[config.mk]
export PLATFORM = sky130hd
export DESIGN_NAME = led_key_driver_serial_master
export DESIGN_NICKNAME = d
export VERILOG_FILES = /design/src/lkd_pkg.sv /design/src/lkd_seq.sv /design/src/led_key_driver_serial_master.sv
export SDC_FILE = /design/constraint.sdc
export NUM_CORES = 1
export LEC_CHECK = 0
export BUFFER_PORTS_ARGS = -buffer_cell sky130_fd_sc_hd__buf_2
export CORE_MARGIN = 8
export CORE_UTILIZATION = 35
export CTS_BUF_LIST = sky130_fd_sc_hd__clkbuf_4 sky130_fd_sc_hd__clkbuf_8 sky130_fd_sc_hd__clkbuf_16
export DETAILED_ROUTE_END_ITERATION = 8
export PLACE_DENSITY = 0.58
export SLEW_MARGIN = 10
export SYNTH_ARGS = -nofsm -noshare
export SYNTH_HDL_FRONTEND = slang
export SYNTH_SLANG_ARGS = --single-unit
[constraint.sdc]
create_clock -name i_clk -period 6 [get_ports i_clk]
set_clock_uncertainty 0.15 [all_clocks]
set_input_delay 0.3 -clock i_clk [delete_from_list [all_inputs] [get_ports i_clk]]
set_output_delay 0.3 -clock i_clk [all_outputs]
set_load 0.1 [all_outputs]
[src/lkd_pkg.sv]
package lkd_pkg;

    // Command codes carried in the input tuser field
    typedef enum logic [1:0] {
        CMD_NONE  = 2'd0,
        CMD_SEND  = 2'd1,
        CMD_FIXED = 2'd2,
        CMD_READ  = 2'd3
    } t_cmd;

    // Configuration register indexes
    localparam int unsigned CFG_IDX_W = 2;
    localparam logic [CFG_IDX_W-1:0] CFG_READ_COMMAND = 2'd0;
    localparam logic [CFG_IDX_W-1:0] CFG_TURNAROUND   = 2'd1;

    localparam logic [7:0] READ_COMMAND_RST = 8'h42;
    localparam logic [7:0] TURNAROUND_RST   = 8'd1;

    // Key bytes read per key scan (1 to 4)
    localparam int unsigned KEY_BYTES = 4;
    localparam logic [5:0]  READ_BITS = 6'(KEY_BYTES * 8);
    localparam logic [4:0]  BITS_BYTE = 5'd8;
    localparam logic [4:0]  BITS_PAIR = 5'd16;

    // Field widths of the streams
    localparam int unsigned IN_DATA_W  = 24;
    localparam int unsigned IN_USER_W  = 2;
    localparam int unsigned OUT_DATA_W = 40;

    // Pin levels and status for one tick
    typedef struct packed {
        logic        stb;
        logic        clk;
        logic        dio_out;
        logic        dio_drive;
        logic        busy;
        logic        keys_valid;
        logic [31:0] key_data;
    } t_result;

endpackage

[src/lkd_seq.sv]
module lkd_seq (
    input  logic             i_clk,
    input  logic             i_rst_n,
    input  logic             i_step,
    input  lkd_pkg::t_cmd    i_cmd,
    input  logic [7:0]       i_address,
    input  logic [7:0]       i_data_byte,
    input  logic             i_dio_in,
    input  logic [7:0]       i_read_command,
    input  logic [7:0]       i_turnaround,
    output lkd_pkg::t_result o_result
);

    typedef enum logic [2:0] {
        PH_IDLE  = 3'd0,
        PH_START = 3'd1,
        PH_SEND  = 3'd2,
        PH_TURN  = 3'd3,
        PH_READ  = 3'd4,
        PH_STOP  = 3'd5
    } t_phase;

    t_phase      r_phase,     n_phase;
    logic [4:0]  r_bit_count, n_bit_count;
    logic [15:0] r_out_shift, n_out_shift;
    logic [4:0]  r_bits,      n_bits;
    logic        r_low_half,  n_low_half;
    logic [7:0]  r_wait,      n_wait;
    logic [31:0] r_key_shift, n_key_shift;
    logic        r_is_read,   n_is_read;

    logic [5:0]  w_bc_inc;
    logic [7:0]  w_wait_dec;

    assign w_bc_inc   = {1'b0, r_bit_count} + 6'd1;
    assign w_wait_dec = r_wait - 8'd1;

    // Next state and pin levels for the current tick
    always_comb begin
        n_phase     = r_phase;
        n_bit_count = r_bit_count;
        n_out_shift = r_out_shift;
        n_bits      = r_bits;
        n_low_half  = r_low_half;
        n_wait      = r_wait;
        n_key_shift = r_key_shift;
        n_is_read   = r_is_read;

        o_result            = '0;
        o_result.stb        = 1'b1;
        o_result.clk        = 1'b1;
        o_result.dio_out    = 1'b1;
        o_result.dio_drive  = 1'b1;
        o_result.busy       = 1'b1;

        unique case (r_phase)
            PH_IDLE: begin
                o_result.busy = 1'b0;
                if (i_cmd != lkd_pkg::CMD_NONE) begin
                    o_result.busy = 1'b1;
                    o_result.stb  = 1'b0;
                    n_bit_count   = '0;
                    n_low_half    = 1'b0;
                    n_is_read     = 1'b0;
                    n_phase       = PH_SEND;
                    unique case (i_cmd)
                        lkd_pkg::CMD_SEND: begin
                            n_out_shift = {8'd0, i_data_byte};
                            n_bits      = lkd_pkg::BITS_BYTE;
                        end
                        lkd_pkg::CMD_FIXED: begin
                            n_out_shift = {i_data_byte, i_address};
                            n_bits      = lkd_pkg::BITS_PAIR;
                        end
                        lkd_pkg::CMD_READ: begin
                            n_out_shift = {8'd0, i_read_command};
                            n_bits      = lkd_pkg::BITS_BYTE;
                            n_is_read   = 1'b1;
                        end
                        default: begin
                            n_phase = PH_IDLE;
                        end
                    endcase
                end
            end
            PH_SEND: begin
                o_result.stb     = 1'b0;
                o_result.dio_out = r_out_shift[0];
                if (!r_low_half) begin
                    o_result.clk = 1'b0;
                    n_low_half   = 1'b1;
                end else begin
                    n_low_half  = 1'b0;
                    n_out_shift = {1'b0, r_out_shift[15:1]};
                    if (w_bc_inc >= {1'b0, r_bits}) begin
                        n_bit_count = '0;
                        if (r_is_read) begin
                            n_key_shift = '0;
                            if (i_turnaround == 8'd0) begin
                                n_phase = PH_READ;
                            end else begin
                                n_wait  = i_turnaround;
                                n_phase = PH_TURN;
                            end
                        end else begin
                            n_phase = PH_STOP;
                        end
                    end else begin
                        n_bit_count = w_bc_inc[4:0];
                    end
                end
            end
            PH_TURN: begin
                o_result.stb       = 1'b0;
                o_result.dio_drive = 1'b0;
                n_wait             = w_wait_dec;
                if (w_wait_dec == 8'd0) begin
                    n_phase     = PH_READ;
                    n_bit_count = '0;
                    n_low_half  = 1'b0;
                end
            end
            PH_READ: begin
                o_result.stb       = 1'b0;
                o_result.dio_drive = 1'b0;
                if (!r_low_half) begin
                    o_result.clk = 1'b0;
                    n_low_half   = 1'b1;
                end else begin
                    n_low_half = 1'b0;
                    n_key_shift[r_bit_count] = r_key_shift[r_bit_count] | i_dio_in;
                    if (w_bc_inc >= lkd_pkg::READ_BITS) begin
                        n_bit_count = '0;
                        n_phase     = PH_STOP;
                    end else begin
                        n_bit_count = w_bc_inc[4:0];
                    end
                end
            end
            PH_STOP: begin
                if (r_is_read) begin
                    o_result.keys_valid = 1'b1;
                    o_result.key_data   = r_key_shift;
                end
                n_is_read = 1'b0;
                n_phase   = PH_IDLE;
            end
            default: begin
                o_result.busy = 1'b0;
                n_phase       = PH_IDLE;
            end
        endcase
    end

    // Sequencer state, advanced once per tick
    always_ff @(posedge i_clk) begin
        if (!i_rst_n) begin
            r_phase     <= PH_IDLE;
            r_bit_count <= '0;
            r_out_shift <= '0;
            r_bits      <= '0;
            r_low_half  <= 1'b0;
            r_wait      <= '0;
            r_key_shift <= '0;
            r_is_read   <= 1'b0;
        end else if (i_step) begin
            r_phase     <= n_phase;
            r_bit_count <= n_bit_count;
            r_out_shift <= n_out_shift;
            r_bits      <= n_bits;
            r_low_half  <= n_low_half;
            r_wait      <= n_wait;
            r_key_shift <= n_key_shift;
            r_is_read   <= n_is_read;
        end
    end

    // Stop tick always returns to idle
    a_stop_to_idle: assert property (@(posedge i_clk) disable iff (!i_rst_n)
        i_step && r_phase == PH_STOP |=> r_phase == PH_IDLE)
        else $error("stop tick did not return to idle");

    // Turnaround and read only happen inside a key scan
    a_read_flag: assert property (@(posedge i_clk) disable iff (!i_rst_n)
        (r_phase == PH_TURN || r_phase == PH_READ) |-> r_is_read)
        else $error("read phase without key scan");

    // Turnaround counter never sits at zero
    a_wait_nonzero: assert property (@(posedge i_clk) disable iff (!i_rst_n)
        r_phase == PH_TURN |-> r_wait != 8'd0)
        else $error("turnaround entered with zero count");

    // No command keeps the sequencer idle
    a_idle_hold: assert property (@(posedge i_clk) disable iff (!i_rst_n)
        i_step && r_phase == PH_IDLE && i_cmd == lkd_pkg::CMD_NONE
        |=> r_phase == PH_IDLE)
        else $error("left idle without a command");

endmodule

[src/led_key_driver_serial_master.sv]
// Pin sequencer for a three-wire strobe/clock/data LED and key driver. Every
// input word is one pin tick and produces exactly one output word holding the
// strobe, clock and data pin levels for that tick plus busy and key status.
// One word is accepted per clock cycle: an input register feeds the tick
// logic and a result register holds the pin word, so throughput is one word
// per cycle, limited only by output backpressure.
// Commands (send byte, fixed write, read keys) are taken only while idle.
// Bits go LSB first, one clock-low and one clock-high tick per bit; read data
// is sampled on the clock-high tick. key_data is nonzero only on the stop
// tick of a key read, where keys_valid is set.
module led_key_driver_serial_master (
    input  logic                                 i_clk,
    input  logic                                 i_rst_n,
    // Input stream
    input  logic                                 i_s_axis_tvalid,
    output logic                                 o_s_axis_tready,
    // address[7:0], data_byte[15:8], dio_in[16], zero [23:17]
    input  logic [lkd_pkg::IN_DATA_W-1:0]        i_s_axis_tdata,
    // command[1:0]
    input  logic [lkd_pkg::IN_USER_W-1:0]        i_s_axis_tuser,
    // Output stream
    output logic                                 o_m_axis_tvalid,
    input  logic                                 i_m_axis_tready,
    // stb[0], clk_res[1], dio_out[2], dio_drive[3], busy_res[4],
    // keys_valid[5], key_data[37:6], zero [39:38]
    output logic [lkd_pkg::OUT_DATA_W-1:0]       o_m_axis_tdata,
    // Configuration writes
    input  logic                                 i_cfg_valid,
    output logic                                 o_cfg_ready,
    input  logic [lkd_pkg::CFG_IDX_W-1:0]        i_cfg_index,
    input  logic [7:0]                           i_cfg_data
);

    logic             r_in_valid;
    lkd_pkg::t_cmd    r_cmd;
    logic [7:0]       r_address;
    logic [7:0]       r_data_byte;
    logic             r_dio_in;
    logic             r_out_valid;
    lkd_pkg::t_result r_result;
    logic [7:0]       r_read_command;
    logic [7:0]       r_turnaround;

    logic             w_adv;
    logic             w_step;
    lkd_pkg::t_result w_result;

    assign w_adv           = !r_out_valid || i_m_axis_tready;
    assign w_step          = r_in_valid && w_adv;
    assign o_s_axis_tready = !r_in_valid || w_adv;
    assign o_m_axis_tvalid = r_out_valid;
    assign o_cfg_ready     = 1'b1;

    // Configuration registers
    always_ff @(posedge i_clk) begin
        if (!i_rst_n) begin
            r_read_command <= lkd_pkg::READ_COMMAND_RST;
            r_turnaround   <= lkd_pkg::TURNAROUND_RST;
        end else if (i_cfg_valid) begin
            if (i_cfg_index == lkd_pkg::CFG_READ_COMMAND) begin
                r_read_command <= i_cfg_data;
            end else if (i_cfg_index == lkd_pkg::CFG_TURNAROUND) begin
                r_turnaround <= i_cfg_data;
            end
        end
    end

    // Input register
    always_ff @(posedge i_clk) begin
        if (!i_rst_n) begin
            r_in_valid <= 1'b0;
        end else if (o_s_axis_tready) begin
            r_in_valid <= i_s_axis_tvalid;
        end
        if (i_s_axis_tvalid && o_s_axis_tready) begin
            r_cmd       <= lkd_pkg::t_cmd'(i_s_axis_tuser);
            r_address   <= i_s_axis_tdata[7:0];
            r_data_byte <= i_s_axis_tdata[15:8];
            r_dio_in    <= i_s_axis_tdata[16];
        end
    end

    lkd_seq u_seq (
        .i_clk          (i_clk),
        .i_rst_n        (i_rst_n),
        .i_step         (w_step),
        .i_cmd          (r_cmd),
        .i_address      (r_address),
        .i_data_byte    (r_data_byte),
        .i_dio_in       (r_dio_in),
        .i_read_command (r_read_command),
        .i_turnaround   (r_turnaround),
        .o_result       (w_result)
    );

    // Result register
    always_ff @(posedge i_clk) begin
        if (!i_rst_n) begin
            r_out_valid <= 1'b0;
        end else if (w_adv) begin
            r_out_valid <= r_in_valid;
        end
        if (w_step) begin
            r_result <= w_result;
        end
    end

    assign o_m_axis_tdata = {2'b00, r_result.key_data, r_result.keys_valid,
                             r_result.busy, r_result.dio_drive, r_result.dio_out,
                             r_result.clk, r_result.stb};

endmodule
* Word-level counts from Yosys, hierarchy flattened
Index checks and enable logic that the tools add are counted.
** Word-level totals
- Output and inout bits :: 43
- Word-level logic and storage cells :: 135
- Register bits :: 146
- Input bits :: 41
** Cells by class
- Multiplexer cells :: 51
- Eq/ne operators :: 17
- Order comparisons :: 4
- Bitwise logic cells :: 2
- Reductions and logical operators :: 36
- Add/sub/neg operators :: 2
** Operators with widths (number)
- $mux W32 :: 4
- $pmux W32 S2 :: 1
- $pmux W16 S3 :: 1
- $mux W33 :: 1
- $bwmux W32 :: 1
- $mux W16 :: 2
- $mux W8 :: 4
- $pmux W16 S2 :: 1
- $mux W5 :: 6
- $mux W3 :: 8
- $pmux W5 S4 :: 1
- $reduce_and A6 Y1 :: 3
- $logic_not A8 Y1 :: 2
- $pmux W8 S2 :: 1
- $ne A2 B1 Y1 const B :: 7
- $pmux W3 S4 :: 1
- $reduce_bool A2 Y1 :: 6
- $mux W1 :: 11
- $pmux W5 S2 :: 1
- $reduce_and A4 Y1 :: 2
- $sub A8 B1 Y8 const B :: 1
- $reduce_and A7 Y1 :: 1
- $add A5 B1 Y6 const B :: 1
- $eq A3 B2 Y1 const B :: 2
- 29 further kinds :: 43

* Depth between registers and ports, before layout
- Depth in word-level cells :: 7
- Mapped depth :: 11

* By module
From an unflattened synthesis, not the netlist that was laid out.
** Unflattened totals
- Cell total of the unflattened synthesis :: 721
- Area, all modules :: 6917.9 um^2
** By module, submodules not included
- lkd_seq :: area each 4438.0 um^2, cells an instance 584, times used 1, sequential area each 1361.3 um^2
- led_key_driver_serial_master :: area each 2479.9 um^2, cells an instance 137, times used 1, sequential area each 2072.0 um^2

* Worst setup path after synthesis
OpenSTA, ideal clock, no wires.
- Path type :: reg-to-reg
- From :: register r_out_valid (netlist: o_m_axis_tvalid)
- To :: register u_seq.r_phase[0]
- Data arrival time :: 3.030 ns
- Library setup time :: 0.122 ns
- Setup slack :: 2.698 ns
- Stages on the path, launching flop included :: 8
- Cells stage by stage :: dfxtp_1 -> nor2b_1 -> nand2b_1 -> buf_2 -> inv_1 -> nand2_1 -> or3_1 -> o311a_1
** On the way
- Word-level cells in the longest chain between the ends :: 4
** RTL lines
- from (decl) :: RTL line led_key_driver_serial_master.sv:39 : logic r_out_valid;
- from (signal assigned) :: RTL line led_key_driver_serial_master.sv:101 : r_out_valid <= r_in_valid;
- $logic_not A1 Y1 :: RTL line led_key_driver_serial_master.sv:48 : assign w_adv = !r_out_valid || i_m_axis_tready;
- $logic_or A1 B1 Y1 :: RTL line led_key_driver_serial_master.sv:48
- $logic_and A1 B1 Y1 :: RTL line led_key_driver_serial_master.sv:49 : assign w_step = r_in_valid && w_adv;
- net u_seq.i_step :: RTL line lkd_seq.sv:4 : input logic i_step,
- $reduce_and A7 Y1 (no line)
- to (signal assigned) :: RTL line lkd_seq.sv:167 : r_phase <= n_phase;
- to (decl) :: RTL line lkd_seq.sv:23 : t_phase r_phase, n_phase;
The timed path passes the listed nets, and every way through them passes these cells.
A chain may end at the register's enable or synchronous reset.

* Final worst setup path
- From :: register u_seq.r_bit_count[1]
- To :: register u_seq.r_wait[4]
** On the way
- Word-level cells in the longest chain between the ends :: 4
** RTL lines
- from (decl) :: RTL line lkd_seq.sv:24 : logic [4:0] r_bit_count, n_bit_count;
- from (signal assigned) :: RTL line lkd_seq.sv:168 : r_bit_count <= n_bit_count;
- $add A5 B1 Y6 :: RTL line lkd_seq.sv:35 : assign w_bc_inc = {1'b0, r_bit_count} + 6'd1;
- $ge A6 B5 Y1 :: RTL line lkd_seq.sv:95 : if (w_bc_inc >= {1'b0, r_bits}) begin
- $ne A2 B1 Y1 (no line)
- $reduce_and A6 Y1 (no line)
- to (signal assigned) :: RTL line lkd_seq.sv:172 : r_wait <= n_wait;
- to (decl) :: RTL line lkd_seq.sv:28 : logic [7:0] r_wait, n_wait;
Every way passes these cells.

==> results.md <==
Setup path:
- STA classifies the critical path startpoint as a flip-flop.
- STA classifies the critical path endpoint as a flip-flop.
- The largest fanout on the critical path is 40.
- The worst register-to-register path ends at u_seq.r_wait[4].
- The launching point of the worst reg2reg path is u_seq.r_bit_count[1].
- Counting cells, the worst reg-to-reg path comes to 10.
- The most critical setup path has its endpoint at u_seq.r_wait[4].
- Data arrives at the worst endpoint at 3.90 ns.
- The setup check on the worst reg-to-reg path leaves a slack of 2.23 ns.
- The start point of the critical path is u_seq.r_bit_count[1].
- STA puts the critical path data required time at just over 6 ns.
- The class of the most critical setup path is flip-flop to flip-flop.

Finish:
- The library cells used most frequently in the layout, excluding fill and tap cells, are sky130_fd_sc_hd__dfxtp_1 (86), sky130_fd_sc_hd__buf_2 (73), sky130_fd_sc_hd__edfxtp_1 (57).
- The leading cell type in the layout, fill and taps excluded is sky130_fd_sc_hd__dfxtp_1.
- The antenna diode count is 0.
- The post-layout net count is 798.
- Cells fill 41.76% of the core in the end.
- Compared with the post-synthesis result, the final layout area differs by 18.35%.
- The fraction of layout cells with a size suffix above 1 is 17.32%.
- Leaving out filler cells and counting taps, the final layout contains a little over 1000.

Clock network:
- The clock input transition at the sequential cells of the worst setup and hold paths is ~0.060 ns.
- The clock drives between 100 and 150 sinks.
- Buffers inserted during clock tree synthesis total 17.
- The total number of H-tree levels is 4.
- The insertion delay to the later sink of the worst-skew pair is 0.43 ns.
- TritonCTS built the clock tree.
- The number of post-CTS setup repair buffers is 0.
- After clock tree synthesis, the repair step resized 0 gates.
- The longest clock path from root to sink contains 2 buffers.
- In this run the clock root is driven by a sky130_fd_sc_hd__clkbuf_16.

Yosys:
- The async set-or-reset flop fraction in the synthesized netlist is 0%.
- Among all flip-flop cells after synthesis, the most frequent one is sky130_fd_sc_hd__dfxtp_1.
- The count of unique library cells instantiated by Yosys is 69.
- The sequential element share of the synthesized area is 48.56%.
- The area share of the leading cell type in the synthesized netlist is 24.35%.
- Yosys printed 0 warnings.
- Of the post-synthesis cell area, the part taken by muxes is under 10%.
- Yosys attributes the largest share of cell area to sky130_fd_sc_hd__dfxtp_1 (24%), sky130_fd_sc_hd__edfxtp_1 (24%), sky130_fd_sc_hd__o311ai_0 (5.0%).
- Of the total synthesized cell area, the portion taken by full adders, half adders and majority gates is 1.416%.
- The area share of and/or/nand/nor cells after synthesis is 16.07%.
- The largest family of logic cells by synthesized area is compound AO/OA/AOI/OAI gates.
- The most area-hungry cell type in the Yosys netlist is sky130_fd_sc_hd__dfxtp_1.
- In this run, synthesis inferred 57 flip-flops with an integrated enable.
- The cell area that synthesis handed to floorplanning was 7071 sq um.
- Summing the areas of all xor and xnor instances in the mapped netlist gives 0.4955% of the synthesized area.
- The number of storage elements in the synthesis netlist is 143.
- The number of instances in the synthesized netlist is around 690.
- The share of the synthesized area in compound gates (AO/OA/AOI/OAI) is 21.41%.
- A synthesized cell averages just over 10 sq um.

Placed design:
- The count of input and output buffers is between 70 and 80.
- Counting tap cells, the placed design contains a total of 972 instances.
- Detailed placement finished with a half-perimeter wire length of roughly 11000 um.
- At the end of routability-driven placement, the weighted congestion stood at 0.7899.

Timing:
- After routing, the total negative slack on setup checks comes to 0 ns.
- Setup repair after global routing left no endpoint under its margin.
- The worst max-slew margin expressed relative to the limit is approximately 30%.
- Timing would allow up to between 0.2 and 0.3 GHz.
- The final hold violation count is 0.
- The transition time at the pin with the least slew margin is 1.046 ns.
- The max-slew violation count was 0.
- For the finished layout, the period the worst path requires is between 3 and 4 ns.
- The worst path uses 62.92% of the clock period.
- On the final layout, the worst hold slack is 0.02906 ns.
- Setup violations remaining at the end of the flow were counted as 0.

Outcome:
- The run finished with clean final reports.

Power and ir drop:
- The completed layout was analyzed and its total power is 2.454 mW.
- The cell area power density is 293.2 nW/um^2.
- VDD sags by at most approximately 210 uV.
- The static leakage is 3.011 nW.

Floorplan:
- The floorplan has 52 rows.
- The initial utilization of the core area, before any placement, comes to 35.28%.
- The die is 158.1 um tall.
- The core region is between 20000 and 25000 sq um.
- The number of placed I/O pins is 84.
- The floorplan step set the die width to 158.1 um.
- The area enclosed by the die boundary is between 20000 and 30000 sq um.

Drt:
- In the detailed route, the total length drawn on met3 is 914 um.
- The post-detailed-route wirelength per cell is between 15 and 20 um.
- The via count is 5626.
- After detailed routing, the wire length on met1 is 7994 um.
- Using the TritonRoute via totals, the vias-per-cell ratio works out to 5.452.
- The post-route antenna net violation count is 0.
- The routed design has roughly 17000 um of wire.
- The starting DRC count in detailed routing is 442.
- The pre-antenna-repair detailed-routing pass consisted of 5 iterations.
- The number of remaining DRC errors is 0.
- The topmost layer with routed signal wires is met4.
- The total length of routed met2 wires is 8157 um.

Global route:
- The global-route congestion overflow total is 0.
- The first global-routing pass estimated 27770 um of wire.
- The global-route total usage across every layer is 13.95%.
- The initial antenna violation count is 0.
- The largest net degree at the start of global routing is between 60 and 70.
- The number of global-route vias before repair was 5238.

Worst hold path:
- The worst hold path passes through 4 cells.
- The worst hold path class is input pin to flip-flop.
- The origin of the worst min-delay path is i_m_axis_tready.

Flow run:
- Across the run, the number of max-cap violations was 0.
==> metal layers <==
| metal | global-route usage, % | up-vias |
|---|---|---|
| met4 | 5.119 | 0 |
| li1 | - | 2774 |
| met5 | 0 | - |
| met2 | 22.08 | 171 |
| met3 | 2.894 | 22 |
| met1 | 18.43 | 2659 |
==> worst min-delay path by stage <==
stage,slack [ns],to
2_1_floorplan,0.25,r_address[0]
3_3_place_gp,0.32,u_seq.r_out_shift[9]
6_report,0.03,o_m_axis_tvalid
3_5_place_dp,0.32,u_seq.r_out_shift[9]
5_1_grt,0.05,o_m_axis_tvalid
4_1_cts,0.02,o_m_axis_tvalid
==> where the power goes <==
| part | internal (mW) | switching, mW | leakage, nW | total, mW |
|---|---|---|---|---|
| registers | 1.05 | 0.0296 | 1.22 | 1.08 |
| clock network | 0.624 | 0.437 | 0.289 | 1.06 |
| logic | 0.0871 | 0.226 | 1.50 | 0.313 |
| total | 1.76 | 0.693 | 3.01 | 2.45 |
==> metrics by stage <==
| stage | setup WS, ns | area, sq um |
|---|---|---|
| finish | 2.225 | 8368 |
| global route | 1.976 | 8368 |
| CTS | 2.239 | 8368 |
| detailed placement | 2.278 | 7498 |
| global placement | 2.345 | 7498 |
| floorplan | 2.698 | 7074 |
==> kinds of logic (layout without fill, tap and decap cells) <==
kind of cell	count (synthesis)	in the layout
and+or+nand+nor	210	210
DFF	143	143
muxes	35	35
buffers and inverters	84	154
other	2	3
xor gates and xnor gates	4	4
adders and majority gates	8	8
AOI/OAI and AO/OA	205	205
==> synth_stat cells, drive strengths merged (4+ instances only) <==
cell type and count:
dfxtp 86, a21oi 57, edfxtp 57, nor2 54
clkbuf 40, o311ai 40, and2 35, nand2 30
buf 29, mux2i 28, o21ai 26, a211oi 19
nand3 18, nand4 16, o41ai 16, inv 15
nor3 12, nor2b 9, a311oi 8, a31oi 8
and3 8, ha 8, mux4 7, o31ai 7
nor3b 5, nand2b 4, or3 4
==> cell type report <==
| type | instances | area, sq um |
|---|---|---|
| tap | 270 | 337.8 |
| sequential | 143 | 3433 |
| timing repair buffer | 107 | 690.7 |
| clock inverter | 14 | 156.4 |
| inverter | 15 | 56.30 |
| multi-input combinational | 465 | 3261 |
| fill | 1965 | 11670 |
| clock buffer | 18 | 432.9 |
==> critical path: stages (launching register included) <==
cell and delay [ns]:
sky130_fd_sc_hd__dfxtp_1 0.80, sky130_fd_sc_hd__ha_1 0.67, sky130_fd_sc_hd__nand3_1 0.17, sky130_fd_sc_hd__xnor2_1 0.20, sky130_fd_sc_hd__ha_1 0.32, sky130_fd_sc_hd__inv_1 0.05, sky130_fd_sc_hd__a21oi_1 0.27, sky130_fd_sc_hd__o41ai_4 0.11
sky130_fd_sc_hd__buf_4 0.30, sky130_fd_sc_hd__o311ai_0 0.43, sky130_fd_sc_hd__o31ai_1 0.12
==> state kept, by name, indices dropped and copies added, names as in the netlist <==
signal             cells
u_seq.r_wait           8
u_seq.r_key_shift     32
r_cmd                  2
r_data_byte            8
u_seq.r_phase          3
r_address              8
r_in_valid             1
r_read_command         8
r_turnaround           8
u_seq.r_is_read        1
u_seq.r_low_half       1
o_m_axis_tdata        38
o_m_axis_tvalid        1
u_seq.r_out_shift     16
r_dio_in               1
u_seq.r_bits           2
u_seq.r_bit_count      5
==> what timing repair did <==
| action | CTS | global route |
|---|---|---|
| endpoints found under the hold margin | 36 | 0 |
| hold buffers | 28 | 0 |
| endpoints found under the setup margin | 0 | 0 |
Power figures use the tool's default switching activity.
